`config.mk`:
```
export PLATFORM = sky130hd
export DESIGN_NAME = acpg_phase_div
export DESIGN_NICKNAME = d
export VERILOG_FILES = /design/src/airfoil_contour_point_generator_unit_assert.svh /design/src/acpg_pkg.sv /design/src/acpg_phase_div.sv
export SDC_FILE = /design/constraint.sdc
export NUM_CORES = 2
export LEC_CHECK = 0
export BUFFER_PORTS_ARGS = -buffer_cell sky130_fd_sc_hd__buf_2
export CAP_MARGIN = 40
export CORE_MARGIN = 10
export CORE_UTILIZATION = 34
export DETAILED_ROUTE_END_ITERATION = 8
export PLACE_DENSITY = 0.6
export REMOVE_ABC_BUFFERS = 1
export SETUP_SLACK_MARGIN = 0.1
export SLEW_MARGIN = 20
export SYNTH_ARGS = -nofsm -noshare
export SYNTH_HDL_FRONTEND = slang
export SYNTH_SLANG_ARGS = --single-unit
```
`constraint.sdc`:
```
create_clock -name clk -period 12.95 [get_ports clk]
set_input_delay 1.295 -clock clk [delete_from_list [all_inputs] [get_ports clk]]
set_output_delay 1.295 -clock clk [all_outputs]
set_load 0.005 [all_outputs]
```
`src/airfoil_contour_point_generator_unit_assert.svh`:
```
// Assertion helpers for the airfoil contour point generator.
// Each macro expects clk and rst_n in scope.
`ifndef AIRFOIL_CONTOUR_POINT_GENERATOR_UNIT_ASSERT_SVH
`define AIRFOIL_CONTOUR_POINT_GENERATOR_UNIT_ASSERT_SVH

// Consequent must hold in the same cycle as the antecedent.
`define ACPG_ASSERT_SAME(label, ante, cons, msg) \
  label: assert property (@(posedge clk) disable iff (!rst_n) (ante) |-> (cons)) \
    else $error(msg);

// Consequent must hold in the cycle after the antecedent.
`define ACPG_ASSERT_NEXT(label, ante, cons, msg) \
  label: assert property (@(posedge clk) disable iff (!rst_n) (ante) |=> (cons)) \
    else $error(msg);

`endif

```
`src/acpg_pkg.sv`:
```
`default_nettype none
package acpg_pkg;

  // Widths of the datapath.
  localparam int unsigned IDX_W = 10;
  localparam int unsigned CNT_W = 11;
  localparam int unsigned PH_W  = 33;
  localparam int unsigned Q30_W = 31;

  localparam logic [Q30_W-1:0] Q30_ONE = 31'h4000_0000;
  localparam logic [31:0]      PI_Q30  = 32'd3373259426;

  // Taylor divisors of the cosine, with reciprocals scaled so each fits 32 bits.
  localparam int unsigned HORNER_STEPS = 7;
  localparam int unsigned HORNER_DIV [HORNER_STEPS] = '{182, 132, 90, 56, 30, 12, 2};
  localparam int unsigned HORNER_SH  [HORNER_STEPS] = '{39, 39, 38, 37, 36, 35, 32};
  localparam logic [31:0] HORNER_RECIP [HORNER_STEPS] = '{
    32'((64'd1 << 39) / 64'd182),
    32'((64'd1 << 39) / 64'd132),
    32'((64'd1 << 38) / 64'd90),
    32'((64'd1 << 37) / 64'd56),
    32'((64'd1 << 36) / 64'd30),
    32'((64'd1 << 35) / 64'd12),
    32'((64'd1 << 32) / 64'd2)
  };

  // Configuration register indexes.
  localparam logic [2:0] REG_CHORD   = 3'd0;
  localparam logic [2:0] REG_THICK   = 3'd1;
  localparam logic [2:0] REG_COUNT   = 3'd2;
  localparam logic [2:0] REG_C_SQRT  = 3'd3;
  localparam logic [2:0] REG_C_LIN   = 3'd4;
  localparam logic [2:0] REG_C_SQ    = 3'd5;
  localparam logic [2:0] REG_C_CUBE  = 3'd6;
  localparam logic [2:0] REG_C_QUART = 3'd7;

  // Sideband that travels with every pipeline stage.
  typedef struct packed {
    logic vld;
    logic err;
    logic upper;
  } tag_t;

  typedef struct packed {
    logic        [30:0] chord;
    logic        [15:0] thick;
    logic        [CNT_W-1:0] count;
    logic signed [31:0] c_sqrt;
    logic signed [31:0] c_lin;
    logic signed [31:0] c_sq;
    logic signed [31:0] c_cube;
    logic signed [31:0] c_quart;
  } cfg_t;

  localparam cfg_t CFG_RESET = '{
    chord:   31'd65536,
    thick:   16'd7864,
    count:   11'd129,
    c_sqrt:  32'sd79698487,
    c_lin:   -32'sd33822868,
    c_sq:    -32'sd94381907,
    c_cube:  32'sd76316200,
    c_quart: -32'sd27246199
  };

endpackage
`default_nettype wire

```
`src/acpg_phase_div.sv`:
```
`default_nettype none
// Restoring divider, one quotient bit per stage: phase = index * 2^32 / divisor.
module acpg_phase_div (
  input  logic                       clk,
  input  logic                       rst_n,
  input  logic                       en,
  input  acpg_pkg::tag_t             tag_i,
  input  logic [acpg_pkg::IDX_W-1:0] idx_i,
  input  logic [acpg_pkg::CNT_W-1:0] div_i,
  output acpg_pkg::tag_t             tag_o,
  output logic [acpg_pkg::PH_W-1:0]  ph_o
);
  import acpg_pkg::*;

  logic [CNT_W-1:0] rem_r   [PH_W];
  logic [PH_W-1:0]  quo_r   [PH_W];
  tag_t             tag_r   [PH_W];
  logic [CNT_W-1:0] rem_nxt [PH_W];
  logic [PH_W-1:0]  quo_nxt [PH_W];
  logic [CNT_W:0]   trial   [PH_W];
  logic [PH_W-1:0]  quo_in  [PH_W];

  // First stage takes the index itself, later stages shift in a zero bit.
  always_comb begin
    trial[0]  = (CNT_W+1)'(idx_i);
    quo_in[0] = '0;
    for (int j = 1; j < PH_W; j++) begin
      trial[j]  = {rem_r[j-1], 1'b0};
      quo_in[j] = quo_r[j-1];
    end
    for (int j = 0; j < PH_W; j++) begin
      if (trial[j] >= {1'b0, div_i}) begin
        rem_nxt[j] = CNT_W'(trial[j] - {1'b0, div_i});
        quo_nxt[j] = {quo_in[j][PH_W-2:0], 1'b1};
      end else begin
        rem_nxt[j] = trial[j][CNT_W-1:0];
        quo_nxt[j] = {quo_in[j][PH_W-2:0], 1'b0};
      end
    end
  end

  always_ff @(posedge clk) begin
    if (en) begin
      rem_r <= rem_nxt;
      quo_r <= quo_nxt;
    end
  end

  // Valid bits follow the data.
  always_ff @(posedge clk) begin
    if (!rst_n) begin
      for (int j = 0; j < PH_W; j++) tag_r[j] <= '0;
    end else if (en) begin
      tag_r[0] <= tag_i;
      for (int j = 1; j < PH_W; j++) tag_r[j] <= tag_r[j-1];
    end
  end

  assign tag_o = tag_r[PH_W-1];
  assign ph_o  = quo_r[PH_W-1];

endmodule
`default_nettype wire

```
==> metrics <==
CTS Hold Bufs=0; Post-synth EDFFs=1012; WL/cell=16.1 um; Num Clock Sinks=1012; largest net degree at the start of global routing=206; vias in the first global route=29857; CP endpoint kind=flip-flop; setup ws final=8.49 ns; most frequent cells in the layout=edfxtp_1, ha_1, nor2_1; final hold vios=0; root buffer cell=clkbuf_16; max-slew violations=0; Starting Density=34.3%; Final Cycle Share=34.4%; CTS tree=yes; Critical Path RT=13.44 ns; Setup Viol. Count Final=0; Placeable Area=148000 um2; synthesized area per cell=13.5 um2; grt ovf=0; Finished Cell Area=57600 um2; CTS Buffer Depth=3; dpl ws=7.64 ns; max_cap viols=0; most common cell after layout, fill and taps aside=edfxtp_1; crit path time final=4.46 ns; Post-Place Cells=5721; port bufs=62; Final Wtd Congestion=0.814; CTS buffer count=115; FFs w/ async S/R, synth=0%; TritonRoute pass-1 iters=5; Worst Hold Class=reg2reg; Seq/Total Area, Yosys=60.0%; critical path arrival=4.95 ns; Tot Pwr=13.6 mW; register bit total from synthesis=1012; final core occ=39.0%; fmax=0.224 GHz; H-tree depth=3; synthesis-to-finish area growth=13.7%; initial drt markers=1773; Die W=406 um; post_cts resized=0; drt total wl=95700 um; drt drc=0; Non-Filler Instances=5939; via count=30074; diode count=0; Pleak=21.5 nW; worst-case clock skew=0.0716 ns; GRT Overall Usage=11.4%; worst-skew pair later-pin latency=0.75 ns; Worst Max-Slew Pin Slew=0.959 ns; Mapped Area=50700 um2; worst ir drop on vdd=0.000128 V; NumNets Final=4332; DIE AREA=165000 um2; number of post-CTS setup repair buffers=0; setup_tns=0 ns; CP max FO=25; Worst slew margin=36.1%; first-pass GRT wire length=155000 um; average via count per standard cell=5.06; dpl cell area=53500 um2; layout cells sized above 1=14.1%; P per Cell Area=237 nW/um2; Detail Route Antenna Nets=0; antenna violations before repair=4; outcome=finished, final reports clean; Yosys cell types=71; fillcell total=13810; Hold WS=0.373 ns; num rows=141; Ys Warns=0; RSZ-0062 raised after global routing=no; Setup crit start kind=input port; Die Height=406 um; Boundary Pins=63; clock edge transition at the registers on the reported setup and hold paths=0.06 ns; critical path class=in2reg; Post-Syn Instances=3751; DP HPWL=59300 um; Post-synth top flop=edfxtp_1
## where the power goes
part | leakage, nW | internal, mW | switching, mW
Sequential | 10.0 | 4.73 | 0.398
Clock | 1.93 | 2.04 | 1.36
Combinational | 9.58 | 2.47 | 2.65
## layer usage
| layer | vias up | GRT usage, % | share of wire (%) |
|---|---|---|---|
| li1 | 14802 | - | - |
| met1 | 14567 | 14.9 | 46 |
| met2 | 544 | 18.8 | 47 |
| met3 | 161 | 2.13 | 4.3 |
| met4 | 0 | 3.86 | 2.6 |
| met5 | - | 0 | 0 |
## flip-flops by register name, indices dropped and copies added, names as in the netlist
signal and cells:
ph_o 33, rem_r 352, quo_in 528, tag_r 99
## cell usage after synthesis, types with 9 or more instances
cell	number	area share [%]
a21oi_1	282	2.8
o21bai_1	33	0.49
clkbuf_1	34	0.25
o211a_1	13	0.26
ha_1	361	8.9
nor2b_1	60	0.74
o22ai_1	10	0.12
xor2_1	60	1.0
edfxtp_1	1012	60
o21ai_0	180	1.8
a31o_2	20	0.35
nand3_1	33	0.33
nor2_1	299	2.2
o221ai_1	9	0.16
and2_1	55	0.68
or2_2	13	0.16
and3_1	105	1.3
buf_2	29	0.29
mux2i_1	26	0.51
nand4_1	33	0.41
o21a_1	48	0.71
nor3_1	50	0.49
fa_1	32	1.3
xnor2_1	145	2.5
or4b_2	9	0.18
a21boi_0	24	0.36
nand2_1	100	0.74
o31a_1	19	0.33
o211ai_1	21	0.31
nand2b_1	29	0.36
a31oi_1	26	0.32
a211o_1	9	0.16
a311oi_1	12	0.21
or3_1	41	0.51
a21o_1	51	0.76
a211oi_1	36	0.53
inv_1	107	0.79
mux2_2	202	4.5
## layout make-up
| cell class | instances | area, um2 | share of cell area [%] |
|---|---|---|---|
| inverters | 107 | 404 | 0.702 |
| clock buffers | 131 | 2940 | 5.10 |
| flip-flops and latches | 1012 | 30400 | 52.8 |
| repair buffers | 113 | 830 | 1.44 |
| multi-input cells | 2563 | 19600 | 34.0 |
| well taps | 1930 | 2410 | 4.19 |
| clock inverters | 83 | 1040 | 1.81 |
## worst paths after layout
check	from	end	slack [ns]	cells past startpoint
setup / recovery	div_i[0]	rem_r[204]	8.49	11
hold / removal	quo_in[318]	quo_in[286]	0.37	0
setup reg to reg	rem_r[191]	rem_r[181]	10.01	7
hold reg to reg	quo_in[318]	quo_in[286]	0.37	0
## logic make-up after synthesis
logic type               count (synthesis)  synth area share, %
AO/OA/AOI/OAI                          872                 11.2
adder cells (fa/ha/maj)                393                 10.2
AND/OR/NAND/NOR                        865                 8.71
XOR/XNOR                               205                 3.54
buffers and inverters                  176                 1.42
flip-flops                            1012                 60.0
multiplexers                           228                 5.00
## critical path, cell delays in order
cell      delay, ns
buf_2          0.23
clkinv_2       0.39
buf_4          0.51
buf_4          0.47
fa_1           0.32
o21ai_0        0.11
a211oi_1       0.24
o21ai_0        0.13
a31oi_1        0.57
buf_4          0.28
mux2_2         0.35
Note: power is estimated with default switching activity, not from simulation.
